<file path="config.mk">
export PLATFORM = sky130hd
export DESIGN_NAME = uart_framed_fsk_audio_modulator_flat
export DESIGN_NICKNAME = d
export VERILOG_FILES = /design/src/hdl/ufm_pkg.sv /design/src/hdl/ufm_if.sv /design/src/hdl/ufm_buffer.sv /design/src/hdl/ufm_framer.sv /design/src/hdl/uart_framed_fsk_audio_modulator.sv /design/src/flat_wrapper.sv
export VERILOG_INCLUDE_DIRS = /design/src /design/src/hdl
export SDC_FILE = /design/constraint.sdc
export NUM_CORES = 1
export LEC_CHECK = 0
export BUFFER_PORTS_ARGS = -buffer_cell sky130_fd_sc_hd__buf_2
export CAP_MARGIN = 20
export CORE_MARGIN = 4
export CORE_UTILIZATION = 30
export DETAILED_ROUTE_END_ITERATION = 10
export GPL_TIMING_DRIVEN = 1
export HOLD_SLACK_MARGIN = 0.12
export PLACE_DENSITY_LB_ADDON = 0.12
export SYNTH_ARGS = -nofsm -noshare
export SYNTH_HDL_FRONTEND = slang
export SYNTH_SLANG_ARGS = --single-unit
export TNS_END_PERCENT = 100
</file>
<file path="constraint.sdc">
create_clock -name clk -period 3.1 [get_ports clk]
set_clock_uncertainty 0.15 [all_clocks]
set_input_delay 0.155 -clock clk [delete_from_list [all_inputs] [get_ports clk]]
set_output_delay 0.155 -clock clk [all_outputs]
set_load 0.02 [all_outputs]
</file>
<file path="src/hdl/uart_framed_fsk_audio_modulator_defines.svh">
// ----------------------------------------------------------------------------
// uart framed fsk modulator assertion macros
// shared concurrent assertion forms, compiled out with NO_ASSERTIONS
// ----------------------------------------------------------------------------
`ifndef UART_FRAMED_FSK_AUDIO_MODULATOR_DEFINES_SVH
`define UART_FRAMED_FSK_AUDIO_MODULATOR_DEFINES_SVH
`ifndef NO_ASSERTIONS
// same-cycle implication
`define UFM_ASSERT_IMP(lbl, clk, rstn, ante, cons) \
  lbl: assert property (@(posedge clk) disable iff (!(rstn)) (ante) |-> (cons)) \
    else $error("ufm assertion failed: same-cycle implication");
// next-cycle implication
`define UFM_ASSERT_NXT(lbl, clk, rstn, ante, cons) \
  lbl: assert property (@(posedge clk) disable iff (!(rstn)) (ante) |=> (cons)) \
    else $error("ufm assertion failed: next-cycle implication");
`else
`define UFM_ASSERT_IMP(lbl, clk, rstn, ante, cons)
`define UFM_ASSERT_NXT(lbl, clk, rstn, ante, cons)
`endif
`endif

</file>
<file path="src/hdl/ufm_pkg.sv">
// ----------------------------------------------------------------------------
// ufm_pkg
// shared constants, types and the fsk waveform table
// ----------------------------------------------------------------------------
`default_nettype none
package ufm_pkg;

  localparam int BUF_DEPTH_DEF = 128;
  localparam int DAC_W         = 16;
  localparam int WAVE_W        = 10;
  localparam int WAVE_SHIFT    = 6;

  localparam logic [3:0] BIT_START = 4'd0;
  localparam logic [3:0] BIT_STOP  = 4'd9;

  localparam logic OP_TICK = 1'b0;
  localparam logic OP_PUSH = 1'b1;

  // buffer head as seen by the framer
  typedef struct packed {
    logic       empty;
    logic       full;
    logic [7:0] data;
  } ufm_head_t;

  function automatic logic [WAVE_W-1:0] wave_lookup(input logic bit_val,
                                                    input logic phase,
                                                    input logic [1:0] sample);
    logic [WAVE_W-1:0] v;
    v = 10'd512;
    case ({bit_val, phase, sample})
      4'b0000: v = 10'd512;
      4'b0001: v = 10'd1023;
      4'b0010: v = 10'd512;
      4'b0011: v = 10'd1;
      4'b0100: v = 10'd512;
      4'b0101: v = 10'd1;
      4'b0110: v = 10'd512;
      4'b0111: v = 10'd1023;
      4'b1000: v = 10'd512;
      4'b1001: v = 10'd874;
      4'b1010: v = 10'd1023;
      4'b1011: v = 10'd874;
      4'b1100: v = 10'd512;
      4'b1101: v = 10'd150;
      4'b1110: v = 10'd1;
      4'b1111: v = 10'd150;
      default: v = 10'd512;
    endcase
    return v;
  endfunction

endpackage
`default_nettype wire

</file>
<file path="src/hdl/ufm_if.sv">
// ----------------------------------------------------------------------------
// ufm channel interfaces
// valid/ready channels for input items and result items
// ----------------------------------------------------------------------------
`default_nettype none
interface ufm_in_if;
  logic       valid;
  logic       ready;
  logic       opcode;
  logic [7:0] push_byte;
  modport source (output valid, output opcode, output push_byte, input ready);
  modport sink   (input valid, input opcode, input push_byte, output ready);
endinterface

interface ufm_out_if;
  logic        valid;
  logic        ready;
  logic [15:0] dac_word;
  logic        overrun;
  modport source (output valid, output dac_word, output overrun, input ready);
  modport sink   (input valid, input dac_word, input overrun, output ready);
endinterface
`default_nettype wire

</file>
<file path="src/hdl/ufm_buffer.sv">
// ----------------------------------------------------------------------------
// ufm_buffer
// ring buffer memory with pointers and a registered head read
// ----------------------------------------------------------------------------
`default_nettype none
module ufm_buffer
  import ufm_pkg::*;
#(
  parameter int BUF_DEPTH = BUF_DEPTH_DEF
) (
  input  wire logic       clk,
  input  wire logic       rst_n,
  input  wire logic       push,
  input  wire logic [7:0] push_data,
  input  wire logic       pop,
  output ufm_head_t       head
);

  localparam int PTR_W = $clog2(BUF_DEPTH);
  localparam logic [PTR_W-1:0] PTR_LAST = PTR_W'(BUF_DEPTH - 1);

  logic [7:0]       mem [BUF_DEPTH];
  logic [PTR_W-1:0] wr_ptr_r, wr_ptr_nxt;
  logic [PTR_W-1:0] rd_ptr_r, rd_ptr_nxt;
  logic [PTR_W-1:0] wr_adv, rd_adv;
  logic [7:0]       rd_data_r;
  logic             full, empty, wr_en;

  assign wr_adv = (wr_ptr_r == PTR_LAST) ? '0 : wr_ptr_r + 1'b1;
  assign rd_adv = (rd_ptr_r == PTR_LAST) ? '0 : rd_ptr_r + 1'b1;
  assign full   = (wr_adv == rd_ptr_r);
  assign empty  = (wr_ptr_r == rd_ptr_r);
  assign wr_en  = push && !full;

  always_comb begin
    wr_ptr_nxt = wr_en ? wr_adv : wr_ptr_r;
    rd_ptr_nxt = pop ? rd_adv : rd_ptr_r;
  end

  always_ff @(posedge clk) begin
    if (!rst_n) begin
      wr_ptr_r <= '0;
      rd_ptr_r <= '0;
    end else begin
      wr_ptr_r <= wr_ptr_nxt;
      rd_ptr_r <= rd_ptr_nxt;
    end
  end

  // head entry is read from the next read pointer and registered; a write to it is forwarded
  always_ff @(posedge clk) begin
    if (wr_en) begin
      mem[wr_ptr_r] <= push_data;
    end
    if (wr_en && (wr_ptr_r == rd_ptr_nxt)) begin
      rd_data_r <= push_data;
    end else begin
      rd_data_r <= mem[rd_ptr_nxt];
    end
  end

  assign head.empty = empty;
  assign head.full  = full;
  assign head.data  = rd_data_r;

endmodule
`default_nettype wire

</file>
<file path="src/hdl/ufm_framer.sv">
// ----------------------------------------------------------------------------
// ufm_framer
// uart bit sequencer and fsk waveform lookup, one step per sample tick
// ----------------------------------------------------------------------------
`default_nettype none
module ufm_framer
  import ufm_pkg::*;
(
  input  wire logic             clk,
  input  wire logic             rst_n,
  input  wire logic             tick,
  input  wire ufm_head_t        head,
  output logic                  pop,
  output logic [DAC_W-1:0]      dac_word
);

  logic [7:0] shift_r, shift_nxt;
  logic [3:0] bitpos_r, bitpos_nxt;
  logic [1:0] sample_r, sample_nxt;
  logic       phase_r, phase_nxt;
  logic       cur_r, cur_nxt;
  logic [WAVE_W-1:0] wave;

  assign wave     = wave_lookup(cur_r, phase_r, sample_r);
  assign dac_word = {wave, {WAVE_SHIFT{1'b0}}};

  always_comb begin
    shift_nxt  = shift_r;
    bitpos_nxt = bitpos_r;
    sample_nxt = sample_r;
    phase_nxt  = phase_r;
    cur_nxt    = cur_r;
    pop        = 1'b0;
    if (tick) begin
      sample_nxt = sample_r + 2'd1;
      if (sample_r == 2'd3) begin
        phase_nxt = phase_r ^ cur_r;
        if (bitpos_r == BIT_START) begin
          cur_nxt    = 1'b0;
          bitpos_nxt = bitpos_r + 4'd1;
        end else if (bitpos_r == BIT_STOP) begin
          cur_nxt = 1'b1;
          // stop bit repeats until a byte is waiting
          if (!head.empty) begin
            pop        = 1'b1;
            shift_nxt  = head.data;
            bitpos_nxt = BIT_START;
          end
        end else begin
          cur_nxt    = shift_r[0];
          shift_nxt  = {1'b0, shift_r[7:1]};
          bitpos_nxt = bitpos_r + 4'd1;
        end
      end
    end
  end

  always_ff @(posedge clk) begin
    if (!rst_n) begin
      shift_r  <= '0;
      bitpos_r <= BIT_START;
      sample_r <= '0;
      phase_r  <= 1'b0;
      cur_r    <= 1'b0;
    end else begin
      shift_r  <= shift_nxt;
      bitpos_r <= bitpos_nxt;
      sample_r <= sample_nxt;
      phase_r  <= phase_nxt;
      cur_r    <= cur_nxt;
    end
  end

endmodule
`default_nettype wire

</file>
<file path="src/hdl/uart_framed_fsk_audio_modulator.sv">
// ----------------------------------------------------------------------------
// uart_framed_fsk_audio_modulator
// uart framed bytes sent as fsk audio samples from a ring buffer
// ----------------------------------------------------------------------------
// usage:
//   in_chan carries items: opcode push (store push_byte in the ring buffer)
//   or opcode tick (produce one dac sample). every item gives exactly one
//   result item on out_chan: dac_word and overrun.
//   a push into a full buffer (BUF_DEPTH-1 bytes held) is dropped and
//   reports overrun = 1 with dac_word = 0; a tick reports the waveform word.
//   results are registered; throughput is one item per cycle while out_chan
//   takes results. the only loop is the head read of the buffer memory,
//   which is prefetched so a frame end never waits on it.
//   reset (synchronous, active low) empties the buffer and returns the
//   framer to a start bit with a zero byte, so the first frame sends 0x00;
//   no clearing pass is needed since unwritten entries are never read.
//   when out_chan stalls, the result is held and in_chan is taken only in
//   the cycle the held result leaves.
// ----------------------------------------------------------------------------
`default_nettype none
`include "uart_framed_fsk_audio_modulator_defines.svh"
module uart_framed_fsk_audio_modulator
  import ufm_pkg::*;
#(
  parameter int BUF_DEPTH = BUF_DEPTH_DEF
) (
  input wire logic  clk,
  input wire logic  rst_n,
  ufm_in_if.sink    in_chan,
  ufm_out_if.source out_chan
);

  ufm_head_t          head;
  logic               pop;
  logic               accept, push, tick, in_ready;
  logic [DAC_W-1:0]   tick_word;
  logic               out_valid_r, out_valid_nxt;
  logic [DAC_W-1:0]   out_dac_r;
  logic               out_ovr_r;

  assign in_ready      = !out_valid_r || out_chan.ready;
  assign in_chan.ready = in_ready;
  assign accept        = in_chan.valid && in_ready;
  assign push          = accept && (in_chan.opcode == OP_PUSH);
  assign tick          = accept && (in_chan.opcode == OP_TICK);

  ufm_buffer #(.BUF_DEPTH(BUF_DEPTH)) u_buffer (
    .clk       (clk),
    .rst_n     (rst_n),
    .push      (push),
    .push_data (in_chan.push_byte),
    .pop       (pop),
    .head      (head)
  );

  ufm_framer u_framer (
    .clk      (clk),
    .rst_n    (rst_n),
    .tick     (tick),
    .head     (head),
    .pop      (pop),
    .dac_word (tick_word)
  );

  always_comb begin
    out_valid_nxt = out_valid_r;
    if (accept) begin
      out_valid_nxt = 1'b1;
    end else if (out_chan.ready) begin
      out_valid_nxt = 1'b0;
    end
  end

  always_ff @(posedge clk) begin
    if (!rst_n) begin
      out_valid_r <= 1'b0;
    end else begin
      out_valid_r <= out_valid_nxt;
    end
  end

  always_ff @(posedge clk) begin
    if (accept) begin
      out_dac_r <= tick ? tick_word : '0;
      out_ovr_r <= push && head.full;
    end
  end

  assign out_chan.valid    = out_valid_r;
  assign out_chan.dac_word = out_dac_r;
  assign out_chan.overrun  = out_ovr_r;

  `UFM_ASSERT_IMP(a_pop_needs_data, clk, rst_n, pop, !head.empty)
  `UFM_ASSERT_NXT(a_push_fills, clk, rst_n, push && !head.full, !head.empty)
  `UFM_ASSERT_IMP(a_overrun_silent, clk, rst_n, out_valid_r && out_ovr_r, out_dac_r == '0)
  `UFM_ASSERT_NXT(a_accept_gives_result, clk, rst_n, accept, out_valid_r)

endmodule
`default_nettype wire
</file>
<file path="src/flat_wrapper.sv">
// flat-port wrapper written by rule: the top's interface ports become plain ports
module uart_framed_fsk_audio_modulator_flat import ufm_pkg::*;
#(
  parameter int BUF_DEPTH = BUF_DEPTH_DEF
)
  (clk, rst_n, in_chan_valid, in_chan_opcode, in_chan_push_byte, in_chan_ready, out_chan_valid, out_chan_dac_word, out_chan_overrun, out_chan_ready);
  ufm_in_if in_chan_i ();
  ufm_out_if out_chan_i ();
  input wire logic clk;
  input wire logic rst_n;
  input wire logic [$bits(in_chan_i.valid)-1:0] in_chan_valid;
  input wire logic [$bits(in_chan_i.opcode)-1:0] in_chan_opcode;
  input wire logic [$bits(in_chan_i.push_byte)-1:0] in_chan_push_byte;
  output wire logic [$bits(in_chan_i.ready)-1:0] in_chan_ready;
  output wire logic [$bits(out_chan_i.valid)-1:0] out_chan_valid;
  output wire logic [$bits(out_chan_i.dac_word)-1:0] out_chan_dac_word;
  output wire logic [$bits(out_chan_i.overrun)-1:0] out_chan_overrun;
  input wire logic [$bits(out_chan_i.ready)-1:0] out_chan_ready;
  assign in_chan_i.valid = in_chan_valid;
  assign in_chan_i.opcode = in_chan_opcode;
  assign in_chan_i.push_byte = in_chan_push_byte;
  assign in_chan_ready = in_chan_i.ready;
  assign out_chan_valid = out_chan_i.valid;
  assign out_chan_dac_word = out_chan_i.dac_word;
  assign out_chan_overrun = out_chan_i.overrun;
  assign out_chan_i.ready = out_chan_ready;
  uart_framed_fsk_audio_modulator #(.BUF_DEPTH(BUF_DEPTH)) u_core (.clk(clk), .rst_n(rst_n), .in_chan(in_chan_i), .out_chan(out_chan_i));
endmodule
</file>
After elaboration in Yosys (flattened, before gate mapping)
Memories as Yosys holds them, arrays and structs flattened. A register that Yosys moved wholly into a read port is not among the register bits.
Cells that the tools add are included.
{"block": "totals", "register_bits": 38, "output_inout_bits": 19, "mem_count": 2, "input_bits": 13, "rom_bits": 160, "ramBits": 1024}
{"name": "u_core.u_buffer.mem", "words": 128, "width": 8, "read_ports": 1, "rd_ports_with_merged_regs": 1, "wr": 1, "line_no": "ufm_buffer.sv:22", "text": "logic [7:0] mem [BUF_DEPTH];"}
{"name": "(no name shown)", "words": 16, "width": 10, "read_ports": 1, "rd_ports_with_merged_regs": 1, "wr": 0, "line_no": "ufm_pkg.sv:31", "text": "case ({bit_val, phase, sample})"}
{"block": "classes", "n_eq_ne": 8, "n_addsub": 4, "mux": 19, "bitwise": 3, "reduce_logical": 14}
{"op": "$mux W7", "n": 3}
{"op": "$mux W8", "n": 2}
{"op": "$add A7 B1 Y7 const B", "n": 2}
{"op": "$eq A7 B7 Y1", "n": 2}
{"op": "$eq A7 B7 Y1 const B", "n": 2}
{"op": "$mux W4", "n": 3}
{"op": "$mux W1", "n": 11}
{"op": "$logic_and A1 B1 Y1", "n": 5}
{"op": "$add A4 B1 Y4 const B", "n": 1}
{"op": "$eq A4 B4 Y1 const B", "n": 1}
{"op": "$logic_not A4 Y1", "n": 1}
{"op": "$reduce_and A4 Y1", "n": 1}
{"op": "$logic_not A1 Y1", "n": 3}
{"op": "$ne A3 B3 Y1 const B", "n": 1}
{"op": "$reduce_and A3 Y1", "n": 1}
{"op": "$add A2 B1 Y2 const B", "n": 1}
{"op": "$eq A2 B2 Y1 const B", "n": 1}
{"op": "$ne A2 B2 Y1 const B", "n": 1}
{"op": "$not A1 Y1", "n": 2}
{"op": "$reduce_and A2 Y1", "n": 1}
{"op": "$reduce_bool A2 Y1", "n": 1}
{"op": "$logic_or A1 B1 Y1", "n": 1}
{"op": "$xor A1 B1 Y1", "n": 1}

Longest topological paths before layout
{"block": "logic_depth", "word_depth": 7, "mapped_depth": 11, "depth_no_buf": 8}

Cells and area by module
From an unflattened synthesis, not the netlist that was laid out.
{"block": "hier_totals", "hier_cells": 2096, "area_unflattened_um2": 42702.2}
{"module": "ufm_buffer", "seq_area_each_um2": 31169.9, "cells_each": 1926, "area_per_inst_um2": 40789.1, "instances": 1}
{"module": "ufm_framer", "seq_area_each_um2": 320.3, "cells_each": 123, "area_per_inst_um2": 1117.3, "instances": 1}
{"module": "uart_framed_fsk_audio_modulator", "seq_area_each_um2": 530.5, "cells_each": 47, "area_per_inst_um2": 795.8, "instances": 1}

Least setup slack after synthesis
Ideal clock, no wire load.
{"block": "synth_timing", "path_kind": "reg-to-reg", "startpoint": "reg u_core.u_buffer.wr_ptr_r[4]", "endpoint": "mem u_core.u_buffer.mem[24][0], enable pin", "path_slack_ns": -0.018, "path_buffers": 3, "required_ns": 2.555, "synth_period_minus_slack_ns": 3.118, "arrival_ns": 2.573, "setup_ns": 0.395, "stages_incl_launch_ff": 10, "path_cell_list": "dfxtp_1 buf_4 nand4_1 buf_2 o2111ai_1 a31o_1 a211o_1 o211ai_4 buf_6 nor4_1"}
{"block": "synth_between", "elab_chain_cells": 7}
{"item": "start, declared", "line_no": "ufm_buffer.sv:23", "text": "logic [PTR_W-1:0] wr_ptr_r, wr_ptr_nxt;"}
{"item": "start signal, assigned", "line_no": "ufm_buffer.sv:45", "text": "wr_ptr_r <= wr_ptr_nxt;"}
{"item": "$add A7 B1 Y7 or $eq A7 B7 Y1 (tied branches)", "line_no": "ufm_buffer.sv:29", "text": "assign wr_adv = (wr_ptr_r == PTR_LAST) ? '0 : wr_ptr_r + 1'b1;"}
{"item": "$mux W7", "line_no": "ufm_buffer.sv:29"}
{"item": "$eq A7 B7 Y1", "line_no": "ufm_buffer.sv:31", "text": "assign full = (wr_adv == rd_ptr_r);"}
{"item": "$logic_not A1 Y1", "line_no": "ufm_buffer.sv:33", "text": "assign wr_en = push && !full;"}
{"item": "$logic_and A1 B1 Y1", "line_no": "ufm_buffer.sv:33"}
{"item": "$mux W1", "line_no": "ufm_buffer.sv:52", "text": "if (wr_en) begin"}
{"item": "$mux W1 (implied by the code)", "line_no": "ufm_buffer.sv:53", "text": "mem[wr_ptr_r] <= push_data;"}
{"item": "end, declared", "line_no": "ufm_buffer.sv:22"}
Several ways; a longest one is shown, not always the timed one.

Final worst setup path
{"block": "layout_timing", "startpoint": "reg u_core.u_buffer.wr_ptr_r[0]", "endpoint": "mem u_core.u_buffer.mem[36][0], enable pin"}
Same word-level chain as after synthesis.

==> metrics.txt <==
clk_lat worst skew=around 0.74 ns; Initial Util=30.3%; pre-CTS setup slack=-0.398 ns; via count=22600; register-to-register setup slack=-0.04 ns; FMAX=between 0.3 and 0.4 GHz; worst slew pin tran=~0.94 ns; Hold Path Class=input port to flop; Register-to-Register Path Depth=12; IO buf count=25; Inserted Clock Buffers=116; Top FF cell, synth=edfxtp_1; Setup CP Type=flop to flop; status=finished, violations left; CTS tree=done; final setup fails=38; mean post-synth cell area=19.4 um^2; CTS root buf=clkbuf_16; vias in the first global route=roughly 24000; RSZ-0062 raised after global routing=yes; first-pass GRT wire length=178000 um; Clock transition at path regs=0.07 ns; count leader, synth=edfxtp_1; Power, Total=30.5 mW; post-synth top area cell=edfxtp_1; share of the synthesized area in the top cell type=73.1%; initial antenna violation count=4; Synth top cells by count=edfxtp_1 (1030), mux4_2 (220), nor3_1 (92); Worst R2R Start=u_core.u_buffer.wr_ptr_r[0]; Critical R2R Capture=u_core.u_buffer.mem[36][0]; hold depth=2; flops & latches, synth=between 1000 and 1500; post-route ant nets=0; Max clock buf depth=3; # nets final=about 2500; drt initial violations=1861; # diodes=0; core area=roughly 140000 um^2; layout cells sized above 1=32.8%; die area=147000 um^2; Wirelength per Cell=27.4 um; RePlAce Congestion=0.860; Final Max Slew Viols=0; Chip Height=384 um; total grt overflow=0; chip width=384 um; via-per-instance ratio=around 5.0; Ports=32; Final Hold Viols=0; Syn-to-layout area delta=22.6%; Leakage=between 15 and 20 nW; DRT Wirelength=123000 um; Period minus WS final=3.14 ns; CTS Sinks=1068; Synth cell types=between 60 and 70; hpwl dp=79600 um; largest net degree at the start of global routing=between 80 and 90; slew margin rel.=37.2%; Cell Pwr Density=588 nW/um^2; sequential area share after synthesis=74.9%; number of core rows=~140; Area contributors post-synth=edfxtp_1 (73%), mux4_2 (12%), dfxtp_1 (1.8%); gr usage total=16.7%; Worst Setup End Kind=flop; async set-or-reset flop fraction in the synthesized netlist=0%; violated checks=negative setup slack; warnings from Yosys=0; Max VDD drop=about 0.43 mV; fin crit share=101%; number of flops mapped to enable cells by yosys=1030; Post-Syn Instances=around 2200; crit path DAT=3.50 ns; Pre-Repair DR Iteration Count=5; Final Worst Setup Slack=-0.0379 ns; drt drc=0; worst min-delay path startpoint=in_chan_push_byte[0]; Req. time, crit path=about 3.5 ns; Mapped Area=about 42000 um^2; Max H-tree Level=3; Layout fillers=12900; CP Max Fanout=7; worst hold margin=0.314 ns; Max-cap violations=0; CP startpoint kind=flop; Hold EP=u_core.u_buffer.mem[70][0]
==> final cells by class <==
class	count	area, um^2	share of cell area [%]
timing repair buffer	366	3710	7.16
multi-input combinational	954	10300	19.8
inverter	13	48.8	0.0940
tap	1876	2350	4.52
sequential	1068	31700	61.1
clock inverter	73	751	1.45
clock buffer	146	3070	5.91
==> registers in the layout, indices dropped and copies added (netlist names), named ones only <==
register / count
u_core.out_chan.dac_word: 5
u_core.out_chan.overrun: 1
u_core.out_chan.valid: 1
u_core.u_buffer.mem: 1024
u_core.u_buffer.rd_ptr_r: 7
u_core.u_buffer.wr_ptr_r: 7
u_core.u_framer.bitpos_r: 4
u_core.u_framer.cur_r: 1
u_core.u_framer.phase_r: 1
u_core.u_framer.sample_r: 2
u_core.u_framer.shift_r: 8
==> how the worst max path moves through the flow <==
stage | end | cells after the start | startpoint | slack (ns)
5_1_grt | u_core.u_buffer.mem[36][0] | 12 | u_core.u_buffer.wr_ptr_r[0] | -0.1
3_5_place_dp | u_core.u_buffer.mem[36][3] | 9 | u_core.u_buffer.wr_ptr_r[2] | -0.40
4_1_cts | u_core.u_buffer.mem[52][2] | 12 | u_core.u_buffer.wr_ptr_r[0] | -0.09
6_report | u_core.u_buffer.mem[36][0] | 12 | u_core.u_buffer.wr_ptr_r[0] | -0.04
3_3_place_gp | u_core.u_buffer.mem[8][3] | 10 | u_core.u_buffer.wr_ptr_r[1] | -0.31
2_1_floorplan | u_core.u_buffer.mem[24][0] | 9 | u_core.u_buffer.wr_ptr_r[4] | -0.02
==> through the flow <==
stage	instances	setup TNS, ns	cell area, um^2	utilization (%)
after floorplan	2187	-1.42	42300	-
after global placement	4241	-78.81	47200	33.8
after detailed placement	4242	-150.86	47300	33.8
after CTS	4482	-3.60	51700	37.0
after global routing	4496	-18.57	51900	37.1
final	4496	-0.728	51900	37.1
==> per-layer routing <==
layer | up-vias | track usage [%] | wire, um
li1 | 9725 | - | -
met5 | - | 0 | 13
met2 | 622 | 27.0 | 58800
met4 | 2 | 4.91 | 3140
met1 | 12000 | 23.6 | 55900
met3 | 187 | 2.40 | 5460
==> cells in the final DEF, fill, tap and decap left out, types with 15 or more instances in the layout <==
master | Yosys | final
buf_4 | 21 | 240
clkinv_2 | 0 | 18
buf_2 | 37 | 22
nand2_1 | 54 | 53
clkbuf_16 | 0 | 118
o22ai_1 | 30 | 29
a21oi_1 | 64 | 64
nand3_1 | 29 | 28
clkinv_1 | 0 | 24
dfxtp_1 | 38 | 30
mux4_2 | 220 | 220
mux2_2 | 22 | 22
dlygate4sd3_1 | 0 | 15
clkbuf_1 | 64 | 27
edfxtp_1 | 1030 | 1030
nor3_1 | 92 | 66
mux2i_1 | 70 | 70
nor2_1 | 62 | 48
buf_12 | 0 | 68
nor3_2 | 0 | 22
o21ai_0 | 31 | 31
a22oi_1 | 81 | 75
==> worst max-delay path, stage by stage (launching register included) <==
cell and delay (ns):
dfxtp_4 0.37, buf_6 0.11, nand3_4 0.09, or4b_4 0.56, a311o_1 0.32, o211a_4 0.19
o211ai_4 0.31, buf_6 0.16, buf_6 0.10, buf_12 0.11, buf_12 0.14, nor3_1 0.10
buf_12 0.18
==> cell families (layout without fill, tap and decap cells) <==
family | count (synthesis) | after routing | synth area share, %
flip-flops | 1068 | 1068 | 74.9
adder cells (fa/ha/maj) | 11 | 11 | 0.325
multiplexers | 313 | 313 | 14.0
AND/OR/NAND/NOR | 332 | 332 | 3.93
AO/OA/AOI/OAI | 275 | 275 | 4.43
buffers and inverters | 165 | 598 | 2.10
other | 1 | 6 | 0.00886
XOR/XNOR | 17 | 17 | 0.352
==> timing repair <==
| item | CTS | global route |
|---|---|---|
| hold buffers | 15 | 0 |
| gates cloned | 3 | 0 |
| resized for setup | 72 | 34 |
| pin swaps | 8 | 8 |
| buffers inserted | 12 | 9 |
| endpoints found under the hold margin | 849 | 0 |
| endpoints found under the setup margin | 819 | 503 |
==> power breakdown <==
part	internal [mW]	leakage, nW	switching [mW]
sequential	15.8	9.57	0.0131
clock	8.02	1.83	5.80
combinational	0.239	4.55	0.620
total	24.1	15.9	6.43
Power figures use the tool's default switching activity.
